**config.mk**
```make
export PLATFORM = sky130hd
export DESIGN_NAME = klt_ctrl
export DESIGN_NICKNAME = d
export VERILOG_FILES = /design/src/rtl/klt_pkg.sv /design/src/rtl/klt_ctrl.sv
export SDC_FILE = /design/constraint.sdc
export NUM_CORES = 1
export LEC_CHECK = 0
export ABC_AREA = 1
export BUFFER_PORTS_ARGS = -buffer_cell sky130_fd_sc_hd__buf_2
export CORE_MARGIN = 1.5
export CORE_UTILIZATION = 60
export CTS_BUF_LIST = sky130_fd_sc_hd__clkbuf_16
export CTS_CLUSTER_DIAMETER = 200
export DETAILED_ROUTE_END_ITERATION = 16
export PLACE_DENSITY_LB_ADDON = 0.3
export SYNTH_ARGS = -nofsm -noshare
export SYNTH_HDL_FRONTEND = slang
export SYNTH_SLANG_ARGS = --single-unit
```
**constraint.sdc**
```tcl
create_clock -name clk_i -period 2.2 [get_ports clk_i]
set_input_delay 0.11 -clock clk_i [delete_from_list [all_inputs] [get_ports clk_i]]
set_output_delay 0.11 -clock clk_i [all_outputs]
set_load 0.1 [all_outputs]
```
**src/rtl/klt_pkg.sv**
```systemverilog
`default_nettype none

package klt_pkg;

  // Item kinds carried in the slave-side tuser.
  localparam logic [1:0] OP_KEY    = 2'd0;
  localparam logic [1:0] OP_LAYOUT = 2'd1;
  localparam logic [1:0] OP_PLANE  = 2'd2;
  localparam logic [1:0] OP_DIA    = 2'd3;

  // Configuration register indexes.
  localparam logic [1:0] REG_ENABLE = 2'd0;
  localparam logic [1:0] REG_PLANES = 2'd1;
  localparam logic [1:0] REG_LOCK   = 2'd2;
  localparam logic [1:0] REG_DEADS  = 2'd3;

  // Command code ranges found in layout entries.
  localparam logic [7:0] DEAD_LO = 8'd200;
  localparam logic [7:0] DEAD_HI = 8'd235;
  localparam logic [7:0] SW_LO   = 8'd120;
  localparam logic [7:0] SW_HI   = 8'd140;
  localparam logic [7:0] SW_BASE = 8'd119;
  localparam logic [7:0] UOFF_LO = 8'd180;
  localparam logic [7:0] UON_LO  = 8'd188;
  localparam logic [7:0] UON_HI  = 8'd196;
  localparam logic [7:0] NOP_CMD = 8'd160;

  // Flag bits.
  localparam logic [6:0] LOCK_FILTER = 7'h7c;

  typedef enum logic [2:0] {
    CLS_DEAD   = 3'd0,
    CLS_SWITCH = 3'd1,
    CLS_UOFF   = 3'd2,
    CLS_UON    = 3'd3,
    CLS_NOP    = 3'd4,
    CLS_OTHER  = 3'd5
  } cmd_cls_e;

  typedef enum logic [4:0] {
    DP_NONE     = 5'd0,
    DP_CLEAR    = 5'd1,
    DP_ACCEPT   = 5'd2,
    DP_RD_KF    = 5'd3,
    DP_RD_CB    = 5'd4,
    DP_RD_NS    = 5'd5,
    DP_LAT_E    = 5'd6,
    DP_PLANE_RD = 5'd7,
    DP_PNEXT    = 5'd8,
    DP_EXEC     = 5'd9,
    DP_EMIT_E   = 5'd10,
    DP_WALK_INIT= 5'd11,
    DP_WALK_RD  = 5'd12,
    DP_WALK_ADD = 5'd13,
    DP_DRD_S1   = 5'd14,
    DP_LEN      = 5'd15,
    DP_DEF      = 5'd16,
    DP_SRD      = 5'd17,
    DP_SNEXT    = 5'd18,
    DP_HRD      = 5'd19,
    DP_EMIT_VAL = 5'd20,
    DP_EMIT_DEF = 5'd21,
    DP_DRD_S    = 5'd22,
    DP_DROP     = 5'd23,
    DP_LOAD     = 5'd24
  } dp_op_e;

  typedef struct packed {
    dp_op_e op;
    logic   set_hand;
  } klt_cmd_t;

  typedef struct packed {
    logic       clr_last;
    logic [1:0] op_kind;
    logic       key_bad;
    logic       norm_ok;
    logic       e_zero;
    logic       is_cmd;
    cmd_cls_e   cls;
    logic       plane_done;
    logic       plane_match;
    logic       pend_nz;
    logic       pend_ok;
    logic       walk_done;
    logic       srch_done;
    logic       hit;
    logic       key_mod;
    logic       out_busy;
  } klt_stat_t;

endpackage

`default_nettype wire

```
**src/rtl/klt_ctrl.sv**
```systemverilog
`default_nettype none

module klt_ctrl
  import klt_pkg::*;
(
  input  wire logic      clk_i,
  input  wire logic      rst_ni,
  input  wire logic      in_valid_i,
  output logic           in_ready_o,
  input  wire klt_stat_t stat_i,
  output klt_cmd_t       cmd_o
);

  typedef enum logic [19:0] {
    S_CLEAR = 20'h00001,
    S_IDLE  = 20'h00002,
    S_CHECK = 20'h00004,
    S_KF    = 20'h00008,
    S_CB    = 20'h00010,
    S_NE    = 20'h00020,
    S_PLANE = 20'h00040,
    S_PE    = 20'h00080,
    S_MAP   = 20'h00100,
    S_WALK  = 20'h00200,
    S_WALKW = 20'h00400,
    S_LEN   = 20'h00800,
    S_DEF   = 20'h01000,
    S_SRCH  = 20'h02000,
    S_CMP   = 20'h04000,
    S_HIT   = 20'h08000,
    S_EMITE = 20'h10000,
    S_FVAL  = 20'h20000,
    S_FINAL = 20'h40000,
    S_DONE  = 20'h80000
  } state_e;

  state_e state_q, state_d;
  logic   plane_ph_q, plane_ph_d;   // searching extra planes rather than normal/shift
  logic   ctx_fin_q, ctx_fin_d;     // subtable walk serves the fall-through path

  assign in_ready_o = (state_q == S_IDLE);

  always_comb begin
    state_d    = state_q;
    plane_ph_d = plane_ph_q;
    ctx_fin_d  = ctx_fin_q;
    cmd_o      = '{op: DP_NONE, set_hand: 1'b0};
    unique case (state_q)
      S_CLEAR: begin
        cmd_o.op = DP_CLEAR;
        if (stat_i.clr_last) state_d = S_IDLE;
      end
      S_IDLE: begin
        if (in_valid_i) begin
          cmd_o.op = DP_ACCEPT;
          if (stat_i.op_kind == OP_KEY) state_d = S_CHECK;
        end
      end
      S_CHECK: begin
        plane_ph_d = 1'b0;
        if (stat_i.key_bad) begin
          state_d = S_DONE;
        end else begin
          cmd_o.op = DP_RD_KF;
          state_d  = S_KF;
        end
      end
      S_KF: begin
        cmd_o.op = DP_RD_CB;
        state_d  = S_CB;
      end
      S_CB: begin
        cmd_o.op = DP_RD_NS;
        if (stat_i.norm_ok) begin
          state_d = S_NE;
        end else begin
          plane_ph_d = 1'b1;
          state_d    = S_PLANE;
        end
      end
      S_NE: begin
        cmd_o.op = DP_LAT_E;
        if (stat_i.e_zero) begin
          plane_ph_d = 1'b1;
          state_d    = S_PLANE;
        end else begin
          state_d = S_MAP;
        end
      end
      S_PLANE: begin
        plane_ph_d = 1'b1;
        if (stat_i.plane_done) begin
          state_d = S_FINAL;
        end else if (stat_i.plane_match) begin
          cmd_o.op = DP_PLANE_RD;
          state_d  = S_PE;
        end else begin
          cmd_o.op = DP_PNEXT;
        end
      end
      S_PE: begin
        cmd_o.op = DP_LAT_E;
        state_d  = stat_i.e_zero ? S_FINAL : S_MAP;
      end
      S_MAP: begin
        if (stat_i.is_cmd) begin
          if (stat_i.cls == CLS_OTHER) begin
            if (plane_ph_q) cmd_o.op = DP_PNEXT;
            state_d = S_PLANE;
          end else begin
            cmd_o = '{op: DP_EXEC, set_hand: 1'b1};
            state_d = S_DONE;
          end
        end else if (stat_i.pend_nz && stat_i.pend_ok) begin
          cmd_o     = '{op: DP_WALK_INIT, set_hand: 1'b1};
          ctx_fin_d = 1'b0;
          state_d   = S_WALK;
        end else begin
          cmd_o   = '{op: DP_EMIT_E, set_hand: 1'b1};
          state_d = S_DONE;
        end
      end
      S_WALK: begin
        if (stat_i.walk_done) begin
          if (ctx_fin_q) begin
            cmd_o.op = DP_DRD_S;
            state_d  = S_FVAL;
          end else begin
            cmd_o.op = DP_DRD_S1;
            state_d  = S_LEN;
          end
        end else begin
          cmd_o.op = DP_WALK_RD;
          state_d  = S_WALKW;
        end
      end
      S_WALKW: begin
        cmd_o.op = DP_WALK_ADD;
        state_d  = S_WALK;
      end
      S_LEN: begin
        cmd_o.op = DP_LEN;
        state_d  = S_DEF;
      end
      S_DEF: begin
        cmd_o.op = DP_DEF;
        state_d  = S_SRCH;
      end
      S_SRCH: begin
        if (stat_i.srch_done) begin
          cmd_o.op = DP_EMIT_DEF;
          state_d  = S_EMITE;
        end else begin
          cmd_o.op = DP_SRD;
          state_d  = S_CMP;
        end
      end
      S_CMP: begin
        if (stat_i.hit) begin
          cmd_o.op = DP_HRD;
          state_d  = S_HIT;
        end else begin
          cmd_o.op = DP_SNEXT;
          state_d  = S_SRCH;
        end
      end
      S_HIT: begin
        cmd_o.op = DP_EMIT_VAL;
        state_d  = S_DONE;
      end
      S_EMITE: begin
        cmd_o.op = DP_EMIT_E;
        state_d  = S_DONE;
      end
      S_FVAL: begin
        cmd_o.op = DP_EMIT_VAL;
        state_d  = S_DONE;
      end
      S_FINAL: begin
        if (stat_i.pend_nz && !stat_i.key_mod) begin
          if (!stat_i.pend_ok) begin
            cmd_o   = '{op: DP_DROP, set_hand: 1'b1};
            state_d = S_DONE;
          end else begin
            cmd_o.op  = DP_WALK_INIT;
            ctx_fin_d = 1'b1;
            state_d   = S_WALK;
          end
        end else begin
          state_d = S_DONE;
        end
      end
      S_DONE: begin
        if (!stat_i.out_busy) begin
          cmd_o.op = DP_LOAD;
          state_d  = S_IDLE;
        end
      end
      default: state_d = S_CLEAR;
    endcase
  end

  always_ff @(posedge clk_i or negedge rst_ni) begin
    if (!rst_ni) begin
      state_q    <= S_CLEAR;
      plane_ph_q <= 1'b0;
      ctx_fin_q  <= 1'b0;
    end else begin
      state_q    <= state_d;
      plane_ph_q <= plane_ph_d;
      ctx_fin_q  <= ctx_fin_d;
    end
  end

endmodule

`default_nettype wire

```
Word-level counts from Yosys, hierarchy flattened
Cells that the tools add are included.

word-level totals
  flip-flop bits (word level) = 22
  bits of input ports = 22
  output and inout bits = 7
  word-level logic and storage cells = 94

cells by class
  equal/unequal tests = 32
  multiplexer cells = 47
  reductions and logical operators = 12

operators by type and width
  cell                                                                number
  20-bit case mux with 18 select lines                                1
  20-bit 2-to-1 mux                                                   13
  5-bit case mux with 18 select lines                                 1
  5-bit 2-to-1 mux                                                    5
  20-bit by 1-bit == test with 1-bit output (second input constant)   1
  20-bit by 10-bit == test with 1-bit output (second input constant)  1
  20-bit by 11-bit == test with 1-bit output (second input constant)  1
  20-bit by 12-bit == test with 1-bit output (second input constant)  1
  20-bit by 13-bit == test with 1-bit output (second input constant)  1
  20-bit by 14-bit == test with 1-bit output (second input constant)  1
  20-bit by 15-bit == test with 1-bit output (second input constant)  1
  20-bit by 16-bit == test with 1-bit output (second input constant)  1
  20-bit by 17-bit == test with 1-bit output (second input constant)  1
  20-bit by 18-bit == test with 1-bit output (second input constant)  1
  20-bit by 19-bit == test with 1-bit output (second input constant)  1
  20-bit by 2-bit == test with 1-bit output (second input constant)   1
  20-bit == test (second input constant)                              1
  20-bit by 3-bit == test with 1-bit output (second input constant)   1
  20-bit by 4-bit == test with 1-bit output (second input constant)   1
  20-bit by 5-bit == test with 1-bit output (second input constant)   1
  20-bit by 6-bit == test with 1-bit output (second input constant)   1
  20-bit by 7-bit == test with 1-bit output (second input constant)   1
  20-bit by 8-bit == test with 1-bit output (second input constant)   1
  20-bit by 9-bit == test with 1-bit output (second input constant)   1
  26 further kinds                                                    51

Logic depth before layout (Yosys ltp)
  depth after elaboration = 4
  depth in mapped cells = 10
  depth with buffers taken out = 10

Worst setup path before layout
OpenSTA, ideal clock, no wires.

  path type = register to output
  start = register state_q[10]
  end = output port cmd_o[0] in the netlist's numbering
  arrival time = 2.599 ns
  required time = 2.090 ns
  path slack = -0.509 ns
  cell stages (with the launch flop) = 8
  cell sequence = dfrtp_1 -> nor2_2 -> nand2_2 -> nor2_2 -> nand3_2 -> nor2_2 -> inv_1 -> o22ai_1

RTL lines
  element                   line             source
  start: declaration        klt_ctrl.sv:37   state_e state_q, state_d;
  start signal: assignment  klt_ctrl.sv:209  state_q <= state_d;
  end: declaration          klt_ctrl.sv:11   output klt_cmd_t cmd_o

==> qor.csv <==
metric;value;unit
status;complete, no violations;
crit path capture type;output port;
clk_skew;0.00499;ns
Finished Core Util;84.4;%
Hold Crit Class;in -> reg;
worst path required time;2.09;ns
post-route cell area;2150;µm²
synth unique cells;32;
routing usage on met1;39.9;%
M2 GR Usage;48.6;%
Worst slew margin;65.2;%
largest net degree at the start of global routing;23;
hpwl dp;3.39;mm
# rows;18;
Crit path max-delay family;simple AND/OR/NAND/NOR gates;
clock sink total;22;
placer congestion estimate;1.03;
clock insertion delay at the later pin of the skew report;0.26;ns
port bufs;28;
# diodes;0;
CTS tree;yes;
crit path DAT;2.07;ns
Max Root-Sink Buffers;2;
crit path kind;reg -> out;
sequential fraction of the synthesis area;33.3;%
Max-Cap Viols;0;
Worst Tran Pin Value;0.522;ns
Synth Register Bits;22;
first-pass GRT wire length;7.39;mm
total die area;3090;µm²
top cell type's share of synthesized area;31.7;%
share of cells above drive strength 1;29.5;%
Detailed Route Iter0 Violations;135;
post-route ant nets;0;
Leakage Power;1.18;nW
die width;55.5;µm
GRT Util Overall;30.7;%
clock-pin slew on the worst setup and hold paths;0.06;ns
Post-Syn Area;1660;µm²
H-Tree Depth;1;
root buf cell;clkbuf_16;
# DRC;0;
Syn. warnings;0;
synth top area cells;dfrtp_1 32%, inv_1 9.7%, nand2_1 7.9%, nor2_1 7.5%, nand3_1 5.7%;
drt wl/cell;15.8;µm
Cell Count, Final, Fillers Out;301;
Synth Area per Inst;7.14;µm²
DR pass1 iterations;5;
worst path buffer plus inverter count;3;
WL final;4.76;mm
most used cell, CP;buf_12;
initial antenna violation count;0;
vias in the first global route;1649;
delay of the slowest critical-path stage;0.55;ns
Layout area overhead;29.6;%
Initial Utilization;65.1;%
Final setup viols;0;
vias;1774;
fin crit period;2.18;ns
largest area contributor in the netlist;dfrtp_1;
fmax;459;MHz
Via density;5.89;
CP cell instances;nor2_2 -> nand2_2 -> nor2_4 -> buf_12 -> nand3_1 -> inv_1 -> nor3_1 -> nand4_1 -> buf_12;
global routing's busiest layer;met2;
count of nets after finishing;294;
Syn Inst Count;232;
Max Slew Vio Count;0;
period utilisation layout;98.9;%
Syn Nets;254;
final hold violation count;0;
TNS Setup;0;ns
Core ar.;2540;µm²
dpl cells;289;
total CTS buffers;3;
PD cells;800;nW/µm²
startpoint class of the critical path;flip-flop;
Placed Area;1920;µm²
CP max-delay cell;dfstp_2;
CP Max Fanout;14;
met3 usage;5.85;%
peak supply drop;910;µV
gr ovfl total;0;
Die Ht;55.5;µm
Ports;29;
## Yosys cell counts
cell       count
nand3b_2       1
nor2_4         4
nor2_8         2
a21oi_1        2
nor3b_2        1
nand3_4        1
nor2_1        33
nor3_4         1
a31oi_1        1
nor3_1        18
o2111ai_1      1
nand2_1       35
nand2_4        1
nand3b_1       1
inv_2          2
nand3_2        8
nand2_2        4
o21ai_1        2
nor3b_1        2
or2_1          1
o211ai_1       1
dfstp_2        1
o21ai_0        4
inv_1         43
o21bai_1       2
o22ai_1        5
nand3_1       19
nor2_2         8
nand4_1        5
buf_6          1
or3_1          1
dfrtp_1       21
## path summary, 6_finish.rpt
| path | from | to | slack [ns] | cells after the start |
|---|---|---|---|---|
| max in group asynchronous | rst_ni | state_q[0]$_DFFE_PN1P_ | 1.47 | 2 |
| min in group asynchronous | rst_ni | plane_ph_q$_DFFE_PN0P_ | 0.36 | 2 |
| setup reg to reg | state_q[8]$_DFFE_PN0P_ | plane_ph_q$_DFFE_PN0P_ | 0.49 | 10 |
| setup / recovery | state_q[0]$_DFFE_PN1P_ | cmd_o[3] | 0.02 | 9 |
| hold / removal | stat_i[4] | state_q[10]$_DFFE_PN0P_ | 0.03 | 2 |
| hold reg to reg | ctx_fin_q$_DFFE_PN0P_ | state_q[11]$_DFFE_PN0P_ | 0.51 | 1 |
## metrics by stage
step	setup slack [ns]	hold WS (ns)	total power, mW
after floorplan	0.00522	-0.186	1.01
after global placement	0.316	0.0968	1.18
after detailed placement	0.268	0.0981	1.19
after CTS	0.00754	0.0323	1.64
after global routing	-0.0400	0.0528	1.80
final	0.0233	0.0318	1.72
## state kept, by name (all words and copies together) (netlist names)
register,flops
ctx_fin_q,1
plane_ph_q,1
state_q,20
## cells by family after synthesis
kind of cell / synth area share [%]
AO/OA/AOI/OAI: 6.57
flip-flops: 33.3
buffers and inverters: 10.9
AND/OR/NAND/NOR: 49.2
## layout by cell type (no fill, tap or decap), types with 2 or more instances in the layout
cell type  instances
nor3_1            16
nand2_4            3
a21oi_1            2
o21ai_0            3
buf_4              6
nor3b_1            2
o22ai_1            4
nor2_8             2
nor3_2             2
buf_2             22
nand4_1            5
nand2_2            2
nand2_1           35
inv_2              2
o21bai_1           2
nor2_2             7
nor2_4             8
clkbuf_16          3
buf_12             7
inv_1             44
nor2_1            30
dfrtp_1           21
nand3_1           17
nand3_4            2
o21ai_1            3
nand3_2            9
## worst register-to-register path, stage by stage, from the launching register on
cell and delay, ns:
dfrtp_1 0.42, nor2_4 0.16, nand2_4 0.11, nor2_8 0.19, buf_4 0.16, buf_4 0.11, nand3_2 0.11, nor2_1 0.18
o21bai_1 0.09, nand2_1 0.06, inv_1 0.03
## cell type report
class,count,area (µm²)
well taps,30,37.5
clock inverters,1,3.75
flip-flops and latches,22,552
multi-input cells,164,1000
repair buffers,36,305
clock buffers,3,75.1
fillers,148,398
inverters,45,169
## power breakdown
part / internal (mW) / total [mW] / switching, mW
clock network: 0.243 / 0.396 / 0.153
logic: 0.299 / 0.851 / 0.553
registers: 0.445 / 0.470 / 0.0255
## per-layer routing
| metal | wire, µm | part of all wire [%] | vias to the layer above |
|---|---|---|---|
| met5 | 0 | 0 | - |
| met4 | 191 | 4.0 | 0 |
| met1 | 1770 | 37 | 813 |
| met2 | 2380 | 50 | 105 |
| met3 | 420 | 8.8 | 22 |
| li1 | - | - | 834 |
## timing repair
action                                  CTS  global route
resized for setup                         1            17
pin swaps                                 1             4
endpoints found under the setup margin    3             6
setup buffers                             1             6
endpoints found under the hold margin    21             0
hold buffers                              1             0
No activity file was read; power rests on OpenSTA's default activity.
